<file path="config.mk">
export PLATFORM = sky130hd
export DESIGN_NAME = led_matrix_frame_serializer_flat
export DESIGN_NICKNAME = d
export VERILOG_FILES = /design/src/design/lmfs_pkg.sv /design/src/design/lmfs_cmd_if.sv /design/src/design/lmfs_res_if.sv /design/src/design/lmfs_ram.sv /design/src/design/led_matrix_frame_serializer.sv /design/src/flat_wrapper.sv
export VERILOG_INCLUDE_DIRS = /design/src /design/src/design
export SDC_FILE = /design/constraint.sdc
export NUM_CORES = 1
export LEC_CHECK = 0
export BUFFER_PORTS_ARGS = -buffer_cell sky130_fd_sc_hd__buf_2
export CAP_MARGIN = 40
export CORE_ASPECT_RATIO = 1.75
export CORE_UTILIZATION = 50
export CTS_CLUSTER_SIZE = 14
export DETAILED_ROUTE_END_ITERATION = 12
export PLACE_DENSITY = 0.66
export SLEW_MARGIN = 40
export SYNTH_ARGS = -nofsm -noshare
export SYNTH_HDL_FRONTEND = slang
export SYNTH_SLANG_ARGS = --single-unit
</file>
<file path="constraint.sdc">
create_clock -name clk -period 5.4 [get_ports clk]
set_input_delay 0.27 -clock clk [delete_from_list [all_inputs] [get_ports clk]]
set_output_delay 0.27 -clock clk [all_outputs]
set_load 0.01 [all_outputs]
</file>
<file path="src/design/led_matrix_frame_serializer_assert.svh">
// ---------------------------------------------------------------------------
// led matrix frame serializer assertion macros
// shared concurrent assertion forms, clocked on clk
// ---------------------------------------------------------------------------
`ifndef LED_MATRIX_FRAME_SERIALIZER_ASSERT_SVH
`define LED_MATRIX_FRAME_SERIALIZER_ASSERT_SVH

// checked outside reset only
`define LMFS_ASSERT(label, prop, msg) \
  label: assert property (@(posedge clk) disable iff (rst) prop) else $error(msg);

// checked at every edge, reset included
`define LMFS_ASSERT_ALWAYS(label, prop, msg) \
  label: assert property (@(posedge clk) prop) else $error(msg);

`endif

</file>
<file path="src/design/lmfs_pkg.sv">
// ---------------------------------------------------------------------------
// lmfs_pkg
// field widths shared by the channel interfaces and the serializer
// ---------------------------------------------------------------------------
`timescale 1ns / 1ps

package lmfs_pkg;

  localparam int OP_W   = 4;
  localparam int ROW_W  = 3;
  localparam int COL_W  = 5;
  localparam int WORD_W = 16;
  localparam int ROWS   = 8;

endpackage

</file>
<file path="src/design/lmfs_cmd_if.sv">
// ---------------------------------------------------------------------------
// lmfs_cmd_if
// command channel: operation, pixel address and value
// ---------------------------------------------------------------------------
`timescale 1ns / 1ps

interface lmfs_cmd_if;
  import lmfs_pkg::*;

  logic              valid;
  logic              ready;
  logic [OP_W-1:0]   operation;
  logic [ROW_W-1:0]  row;
  logic [COL_W-1:0]  column;
  logic [WORD_W-1:0] value;

  modport source (output valid, output operation, output row, output column,
                  output value, input ready);
  modport sink   (input valid, input operation, input row, input column,
                  input value, output ready);
endinterface

</file>
<file path="src/design/lmfs_res_if.sv">
// ---------------------------------------------------------------------------
// lmfs_res_if
// result channel: driver word or read pixel with framing flags
// ---------------------------------------------------------------------------
`timescale 1ns / 1ps

interface lmfs_res_if;
  import lmfs_pkg::*;

  logic              valid;
  logic              ready;
  logic [WORD_W-1:0] word;
  logic              is_read;
  logic              latch;
  logic              last;

  modport source (output valid, output word, output is_read, output latch,
                  output last, input ready);
  modport sink   (input valid, input word, input is_read, input latch,
                  input last, output ready);
endinterface

</file>
<file path="src/design/lmfs_ram.sv">
// ---------------------------------------------------------------------------
// lmfs_ram
// generic single-write single-read ram with registered read data
// ---------------------------------------------------------------------------
`timescale 1ns / 1ps

module lmfs_ram #(
  parameter int WIDTH = 32,
  parameter int DEPTH = 8
) (
  input  logic                     clk,
  input  logic                     wr_en,
  input  logic [$clog2(DEPTH)-1:0] wr_addr,
  input  logic [WIDTH-1:0]         wr_data,
  input  logic                     rd_en,
  input  logic [$clog2(DEPTH)-1:0] rd_addr,
  output logic [WIDTH-1:0]         rd_data
);

  logic [WIDTH-1:0] mem [DEPTH];

  always_ff @(posedge clk) begin
    if (wr_en) begin
      mem[wr_addr] <= wr_data;
    end
    if (rd_en) begin
      rd_data <= mem[rd_addr];
    end
  end

endmodule

</file>
<file path="src/design/led_matrix_frame_serializer.sv">
// ---------------------------------------------------------------------------
// led_matrix_frame_serializer
// one-bit 8-row frame buffer for a chain of 8x8 led driver chips, with
// pixel access, whole-buffer edits and serialization into driver words
// ---------------------------------------------------------------------------
//
//   channel | direction | carries
//   --------+-----------+-----------------------------------------------
//   cmd     | in        | operation, row, column, value
//   res     | out       | word, is_read, latch, last
//
// set pixel writes the row back; get pixel answers when the output slot is free
// clear, fill, invert, shift and rotate do one read-modify-write
//   per row through the single read port of the frame ram
// flush and broadcast send one word per cycle through the one-entry output
//   register; a stalled output holds the walk
// reset clears state and the per-row valid bits, so no ram sweep is needed
// a new request is taken while the last result still waits in the output
//
`timescale 1ns / 1ps

module led_matrix_frame_serializer #(
  parameter int MODULES = 4
) (
  input  logic        clk,
  input  logic        rst,
  lmfs_cmd_if.sink    cmd,
  lmfs_res_if.source  res
);
  import lmfs_pkg::*;

  `include "led_matrix_frame_serializer_assert.svh"

  localparam int COLS  = 8 * MODULES;
  localparam int MW    = (MODULES > 1) ? $clog2(MODULES) : 1;
  localparam int RAW   = $clog2(ROWS);

  // operation codes
  localparam logic [OP_W-1:0] OP_SET   = 4'd0;
  localparam logic [OP_W-1:0] OP_GET   = 4'd1;
  localparam logic [OP_W-1:0] OP_CLEAR = 4'd2;
  localparam logic [OP_W-1:0] OP_FILL  = 4'd3;
  localparam logic [OP_W-1:0] OP_INV   = 4'd4;
  localparam logic [OP_W-1:0] OP_SHL   = 4'd5;
  localparam logic [OP_W-1:0] OP_SHR   = 4'd6;
  localparam logic [OP_W-1:0] OP_ROTL  = 4'd7;
  localparam logic [OP_W-1:0] OP_ROTR  = 4'd8;
  localparam logic [OP_W-1:0] OP_FLUSH = 4'd9;
  localparam logic [OP_W-1:0] OP_BCAST = 4'd10;

  // sequencer states
  localparam logic [2:0] S_IDLE  = 3'd0;
  localparam logic [2:0] S_PIX   = 3'd1;
  localparam logic [2:0] S_SWEEP = 3'd2;
  localparam logic [2:0] S_FLUSH = 3'd3;
  localparam logic [2:0] S_BCAST = 3'd4;

  localparam logic [RAW-1:0] ROW_LAST = RAW'(ROWS - 1);
  localparam logic [MW-1:0]  MOD_LAST = MW'(MODULES - 1);

  logic [2:0]        state;
  logic [RAW-1:0]    row_cnt;     // sweep row, or flush output row
  logic [MW-1:0]     mod_cnt;     // module being emitted
  logic [OP_W-1:0]   cur_op;
  logic [ROW_W-1:0]  cur_row;
  logic [COL_W-1:0]  cur_col;
  logic [WORD_W-1:0] cur_value;

  // rows never written since reset read as zero
  logic [ROWS-1:0]   row_valid;
  logic              rd_ok;

  // output register
  logic              out_valid;
  logic [WORD_W-1:0] out_word;
  logic              out_is_read;
  logic              out_latch;
  logic              out_last;

  // ram ports
  logic              ram_wr_en;
  logic [RAW-1:0]    ram_wr_addr;
  logic [COLS-1:0]   ram_wr_data;
  logic              ram_rd_en;
  logic [RAW-1:0]    ram_rd_addr;
  logic [COLS-1:0]   ram_rd_data;

  logic              cmd_acc;
  logic              out_free;
  logic              out_load;
  logic [COLS-1:0]   rd_row;
  logic [COLS-1:0]   pix_sel;
  logic [COLS-1:0]   swept;
  logic [WORD_W-1:0] load_word;
  logic              load_is_read;
  logic              load_latch;
  logic              load_last;

  lmfs_ram #(
    .WIDTH (COLS),
    .DEPTH (ROWS)
  ) u_frame_ram (
    .clk     (clk),
    .wr_en   (ram_wr_en),
    .wr_addr (ram_wr_addr),
    .wr_data (ram_wr_data),
    .rd_en   (ram_rd_en),
    .rd_addr (ram_rd_addr),
    .rd_data (ram_rd_data)
  );

  assign cmd.ready   = (state == S_IDLE);
  assign res.valid   = out_valid;
  assign res.word    = out_word;
  assign res.is_read = out_is_read;
  assign res.latch   = out_latch;
  assign res.last    = out_last;

  assign cmd_acc  = cmd.valid && cmd.ready;
  assign out_free = !out_valid || res.ready;
  assign rd_row   = ram_rd_data & {COLS{rd_ok}};

  // one-hot column select, empty when the column is past the chain width
  always_comb begin
    for (int j = 0; j < COLS; j++) begin
      pix_sel[j] = ({2'b00, cur_col} == 7'(j));
    end
  end

  // per-row edit for the whole-buffer operations
  always_comb begin
    case (cur_op)
      OP_CLEAR: swept = '0;
      OP_FILL:  swept = '1;
      OP_INV:   swept = ~rd_row;
      OP_SHL:   swept = rd_row >> 1;
      OP_SHR:   swept = rd_row << 1;
      OP_ROTL:  swept = {rd_row[0], rd_row[COLS-1:1]};
      OP_ROTR:  swept = {rd_row[COLS-2:0], rd_row[COLS-1]};
      default:  swept = rd_row;
    endcase
  end

  // ram access: the row read now is on the read data in the next cycle and holds until the next read
  always_comb begin
    ram_rd_en   = 1'b0;
    ram_rd_addr = '0;
    ram_wr_en   = 1'b0;
    ram_wr_addr = cur_row;
    ram_wr_data = rd_row;
    case (state)
      S_IDLE: begin
        if (cmd_acc) begin
          ram_rd_en = 1'b1;
          case (cmd.operation)
            OP_SET, OP_GET: ram_rd_addr = cmd.row;
            OP_FLUSH:       ram_rd_addr = ROW_LAST;
            default:        ram_rd_addr = '0;
          endcase
        end
      end
      S_PIX: begin
        if (cur_op == OP_SET) begin
          ram_wr_en   = 1'b1;
          ram_wr_data = (rd_row & ~pix_sel) | (pix_sel & {COLS{cur_value[0]}});
        end
      end
      S_SWEEP: begin
        // write row n while reading row n+1, never the same entry
        ram_wr_en   = 1'b1;
        ram_wr_addr = row_cnt;
        ram_wr_data = swept;
        if (row_cnt != ROW_LAST) begin
          ram_rd_en   = 1'b1;
          ram_rd_addr = row_cnt + 1'b1;
        end
      end
      S_FLUSH: begin
        // fetch the next buffer row as the last module word goes out
        if (out_free && mod_cnt == '0 && row_cnt != ROW_LAST) begin
          ram_rd_en   = 1'b1;
          ram_rd_addr = ROW_LAST - (row_cnt + 1'b1);
        end
      end
      default: begin
      end
    endcase
  end

  // result to load into the output register
  always_comb begin
    out_load     = 1'b0;
    load_word    = '0;
    load_is_read = 1'b0;
    load_latch   = 1'b0;
    load_last    = 1'b0;
    case (state)
      S_PIX: begin
        if (cur_op == OP_GET && out_free) begin
          out_load     = 1'b1;
          load_word    = {{(WORD_W-1){1'b0}}, |(rd_row & pix_sel)};
          load_is_read = 1'b1;
          load_latch   = 1'b1;
          load_last    = 1'b1;
        end
      end
      S_FLUSH: begin
        if (out_free) begin
          out_load   = 1'b1;
          load_word  = {4'b0000, {1'b0, row_cnt} + 4'd1, rd_row[{mod_cnt, 3'b000} +: 8]};
          load_latch = (mod_cnt == '0);
          load_last  = (mod_cnt == '0) && (row_cnt == ROW_LAST);
        end
      end
      S_BCAST: begin
        if (out_free) begin
          out_load   = 1'b1;
          load_word  = cur_value;
          load_latch = (mod_cnt == MOD_LAST);
          load_last  = (mod_cnt == MOD_LAST);
        end
      end
      default: begin
      end
    endcase
  end

  // sequencer
  always_ff @(posedge clk) begin
    if (rst) begin
      state     <= S_IDLE;
      row_valid <= '0;
      out_valid <= 1'b0;
      rd_ok     <= 1'b0;
    end else begin
      if (ram_rd_en) begin
        rd_ok <= row_valid[ram_rd_addr];
      end
      if (ram_wr_en) begin
        row_valid[ram_wr_addr] <= 1'b1;
      end

      if (out_load) begin
        out_valid <= 1'b1;
      end else if (res.ready) begin
        out_valid <= 1'b0;
      end

      case (state)
        S_IDLE: begin
          if (cmd_acc) begin
            row_cnt <= '0;
            case (cmd.operation)
              OP_SET, OP_GET: begin
                state <= S_PIX;
              end
              OP_CLEAR, OP_FILL, OP_INV, OP_SHL, OP_SHR, OP_ROTL, OP_ROTR: begin
                state <= S_SWEEP;
              end
              OP_FLUSH: begin
                state   <= S_FLUSH;
                mod_cnt <= MOD_LAST;
              end
              OP_BCAST: begin
                state   <= S_BCAST;
                mod_cnt <= '0;
              end
              default: begin
                state <= S_IDLE;  // unused codes do nothing
              end
            endcase
          end
        end
        S_PIX: begin
          if (cur_op != OP_GET || out_free) begin
            state <= S_IDLE;
          end
        end
        S_SWEEP: begin
          row_cnt <= row_cnt + 1'b1;
          if (row_cnt == ROW_LAST) begin
            state <= S_IDLE;
          end
        end
        S_FLUSH: begin
          if (out_free) begin
            if (mod_cnt == '0) begin
              mod_cnt <= MOD_LAST;
              row_cnt <= row_cnt + 1'b1;
              if (row_cnt == ROW_LAST) begin
                state <= S_IDLE;
              end
            end else begin
              mod_cnt <= mod_cnt - 1'b1;
            end
          end
        end
        S_BCAST: begin
          if (out_free) begin
            mod_cnt <= mod_cnt + 1'b1;
            if (mod_cnt == MOD_LAST) begin
              state <= S_IDLE;
            end
          end
        end
        default: begin
          state <= S_IDLE;
        end
      endcase
    end
  end

  // request fields held for the whole operation
  always_ff @(posedge clk) begin
    if (cmd_acc) begin
      cur_op    <= cmd.operation;
      cur_row   <= cmd.row;
      cur_col   <= cmd.column;
      cur_value <= cmd.value;
    end
    if (out_load) begin
      out_word    <= load_word;
      out_is_read <= load_is_read;
      out_latch   <= load_latch;
      out_last    <= load_last;
    end
  end

  `LMFS_ASSERT(a_no_rw_collide, ram_wr_en && ram_rd_en |-> ram_wr_addr != ram_rd_addr, "ram read and write hit the same row")
  `LMFS_ASSERT_ALWAYS(a_reset_clears, $past(rst) |-> row_valid == '0 && !out_valid, "reset left stale frame rows or output")
  `LMFS_ASSERT(a_sweep_ends, state == S_SWEEP && row_cnt == ROW_LAST |=> state == S_IDLE, "row sweep did not end after the last row")
  `LMFS_ASSERT(a_last_latches, out_valid && out_last |-> out_latch, "final result without latch mark")

endmodule

</file>
<file path="src/flat_wrapper.sv">
// flat-port wrapper written by rule: the top's interface ports become plain ports
module led_matrix_frame_serializer_flat import lmfs_pkg::*;
#(
  parameter int MODULES = 4
)
  (clk, rst, cmd_valid, cmd_operation, cmd_row, cmd_column, cmd_value, cmd_ready, res_valid, res_word, res_is_read, res_latch, res_last, res_ready);
  lmfs_cmd_if cmd_i ();
  lmfs_res_if res_i ();
  input  logic clk;
  input  logic rst;
  input wire logic [$bits(cmd_i.valid)-1:0] cmd_valid;
  input wire logic [$bits(cmd_i.operation)-1:0] cmd_operation;
  input wire logic [$bits(cmd_i.row)-1:0] cmd_row;
  input wire logic [$bits(cmd_i.column)-1:0] cmd_column;
  input wire logic [$bits(cmd_i.value)-1:0] cmd_value;
  output wire logic [$bits(cmd_i.ready)-1:0] cmd_ready;
  output wire logic [$bits(res_i.valid)-1:0] res_valid;
  output wire logic [$bits(res_i.word)-1:0] res_word;
  output wire logic [$bits(res_i.is_read)-1:0] res_is_read;
  output wire logic [$bits(res_i.latch)-1:0] res_latch;
  output wire logic [$bits(res_i.last)-1:0] res_last;
  input wire logic [$bits(res_i.ready)-1:0] res_ready;
  assign cmd_i.valid = cmd_valid;
  assign cmd_i.operation = cmd_operation;
  assign cmd_i.row = cmd_row;
  assign cmd_i.column = cmd_column;
  assign cmd_i.value = cmd_value;
  assign cmd_ready = cmd_i.ready;
  assign res_valid = res_i.valid;
  assign res_word = res_i.word;
  assign res_is_read = res_i.is_read;
  assign res_latch = res_i.latch;
  assign res_last = res_i.last;
  assign res_i.ready = res_ready;
  led_matrix_frame_serializer #(.MODULES(MODULES)) u_core (.clk(clk), .rst(rst), .cmd(cmd_i), .res(res_i));
endmodule
</file>
==> qor.csv <==
metric;value;unit
rsz0062_at_grt;no;
die-height;240;µm
ctsRootBufferMaster;clkbuf_16;
portBuffers;52;
cts_buffer_depth;3;
path_max_fanout;68;
leakage;5.83;nW
dieArea;0.0331;mm²
power.switching;0.00155;W
dp_hpwl;25400;µm
yosys.area.top_type;edfxtp_1;
dp.cells;1542;
hold_violations;0;
ys_types;70;
final_net_count;1243;
synthCells;1154;
grt_max_degree;69;
coreArea;0.0316;mm²
fin_setup_tns;0;ns
detail-route-antenna-nets;0;
n_antenna_cell;0;
clkTransAtPathRegs;0.07;ns
grt_usage;25.6;%
syn_to_final_growth;12.0;%
start_util;51.1;%
io_pins;53;
cts.repair.resized;0;
fmax;293;MHz
synth_edf_count;340;
drt-wirelength-per-cell;25.6;µm
dr.pass1.iters;6;
maxSlewViolCount;0;
start_kind;flip-flop;
seqPwrFrac;53.8;%
p_per_area;337;mW/mm²
antenna_found_initial;0;
gp_congestion;0.931;
postCtsHoldBufs;28;
pwr-share-clk;33.3;%
hold_class;in -> reg;
synthMostInstantiatedCell;edfxtp_1;
synth_warnings;0;
drc;0;
drt_wl_total;41400;µm
numCtsBuffers;31;
end_kind;flip-flop;
ys_dominant_reg_cell;edfxtp_1;
period_minus_slack;3.42;ns
clock_latency;0.59;ns
async_flop_share;0;%
overflow;0;
synth_top_area_share;63.1;%
via_per_inst;6.50;
swShare;25.3;%
synthTopCellsByCount;edfxtp_1, nand2_1, clkbuf_1, mux4_2, nor2_1;
yosysSeqAreaShare;64.7;%
rows;86;
cts_tree;done;
drt_first_iter_violations;1133;
layout-drive-gt1-share;18.5;%
synth_area_leaders;edfxtp_1, mux4_2, nand2_1, o221ai_1, a221oi_1;
tightest_slew;0.865;ns
maxSlewHeadroom;41.9;%
setup_viol;0;
cts_num_sinks;353;
ys_ff_latch;353;
grt_pass1_wl;62200;µm
arrival;3.75;ns
vias;10500;
status;completed;
critPathKind;reg -> reg;
cap_violations;0;
post_cts_buffers;0;
finalClockSkew;0.0239;ns
place_ws;2.00;ns
worst_ir_drop_vdd;0.328;mV
netlist_area;0.0162;mm²
die_x;138;µm
fin_crit_sh;63.3;%
required;5.73;ns
h-tree-depth;1;
fin_cells;1621;
synth.net_count;1190;
power_frac_comb;12.9;%
grt_pass1_vias;10500;
syn_area_per_cell;14.0;µm²
final.setup.worst_slack;1.98;ns
p_int;0.00457;W
## area by class of cell
type                       count  area, µm²
fill                        2407      13500
sequential                   353      10500
multi-input combinational    705       5440
clock buffer                  40        850
timing repair buffer         109        779
tap                          396        495
clock inverter                11       56.3
inverter                       7       26.3
## power groups by stage
| stage | Clock [W] | Combinational, W | Sequential (W) |
|---|---|---|---|
| 2_1_floorplan | 0 | 0.000555 | 0.00328 |
| 3_3_place_gp | 0 | 0.000752 | 0.00334 |
| 3_5_place_dp | 0 | 0.000765 | 0.00334 |
| 4_1_cts | 0.00207 | 0.000783 | 0.00329 |
| 5_1_grt | 0.00216 | 0.000851 | 0.00330 |
| 6_report | 0.00203 | 0.000787 | 0.00329 |
## worst max-delay path: stages (launching register included)
cell,delay (ns)
edfxtp_1,0.54
ha_1,0.28
ha_1,0.32
or4_1,0.58
o211ai_4,0.12
buf_12,0.47
mux4_2,0.59
nand2_1,0.08
nand2_1,0.08
## final timing paths
path                                           from                       endpoint  slack, ns  depth (start not counted)
worst max register to register    u_core.row_cnt[0]  u_core.u_frame_ram.rd_data[3]       1.98                          8
worst max-delay path              u_core.row_cnt[0]  u_core.u_frame_ram.rd_data[3]       1.98                          8
worst min register to register  u_core.row_valid[4]            u_core.row_valid[4]       0.48                          2
worst min-delay path                            rst            u_core.row_valid[4]       0.06                          2
## layout by cell type, fill, tap and decap left out, types with 4 or more instances in the layout
| master | count |
|---|---|
| clkbuf_16 | 31 |
| clkbuf_1 | 5 |
| inv_1 | 6 |
| nor2_1 | 60 |
| clkinv_2 | 4 |
| nand3b_1 | 6 |
| nor2_4 | 8 |
| mux4_2 | 72 |
| ha_1 | 4 |
| a21oi_1 | 35 |
| edfxtp_1 | 340 |
| o22ai_1 | 37 |
| a211oi_1 | 5 |
| nor3b_1 | 4 |
| clkbuf_8 | 4 |
| o221ai_1 | 34 |
| nand2_1 | 184 |
| a31oi_1 | 16 |
| nor3_1 | 6 |
| nand3_1 | 10 |
| nand4b_1 | 4 |
| a22oi_1 | 11 |
| a221oi_1 | 32 |
| and2_1 | 36 |
| dlygate4sd3_1 | 28 |
| buf_2 | 53 |
| nand4_1 | 5 |
| and3_1 | 4 |
| buf_4 | 25 |
| clkinv_1 | 5 |
| o21ai_0 | 39 |
| nor2b_1 | 5 |
| nand2b_1 | 10 |
| dfxtp_1 | 11 |
| mux2i_1 | 22 |
## flip-flops by register name, summed over array words and instances, names as in the netlist, 2 cells and up
signal / count
u_core.u_frame_ram.mem: 256
u_core.u_frame_ram.rd_data: 32
u_core.cur_value: 16
u_core.res.word: 16
u_core.row_valid: 8
u_core.cur_col: 5
u_core.cur_op: 4
u_core.cur_row: 3
u_core.row_cnt: 3
u_core.state: 3
u_core.mod_cnt: 2
## cell families (layout without fill, tap and decap cells)
family | after synthesis | count (layout) | share of synthesized area, %
fa+ha+maj | 4 | 4 | 0.309
compound gates | 241 | 241 | 10.4
mux | 97 | 97 | 11.6
xor+xnor | 2 | 2 | 0.108
buf+inv | 96 | 167 | 2.41
simple gates | 361 | 361 | 10.5
flops | 353 | 353 | 64.7
## layer usage
layer,track usage [%],up-vias,routed length (µm)
met4,15.0,0,2420
met2,44.2,479,21000
met1,30.7,5264,15800
met5,0,-,0
li1,-,4662,-
met3,2.57,132,2210
## metrics by stage
stage / hold WS (ns) / total power, W / utilization, % / cell area, µm²
2_1_floorplan: 0.353 / 0.00383 / - / 16200
3_3_place_gp: 0.443 / 0.00409 / 53.4 / 16900
3_5_place_dp: 0.448 / 0.00411 / 53.5 / 16900
4_1_cts: 0.0379 / 0.00614 / 57.3 / 18100
5_1_grt: 0.0570 / 0.00631 / 57.3 / 18100
6_report: 0.0605 / 0.00611 / 57.3 / 18100
Power figures use the tool's default switching activity.
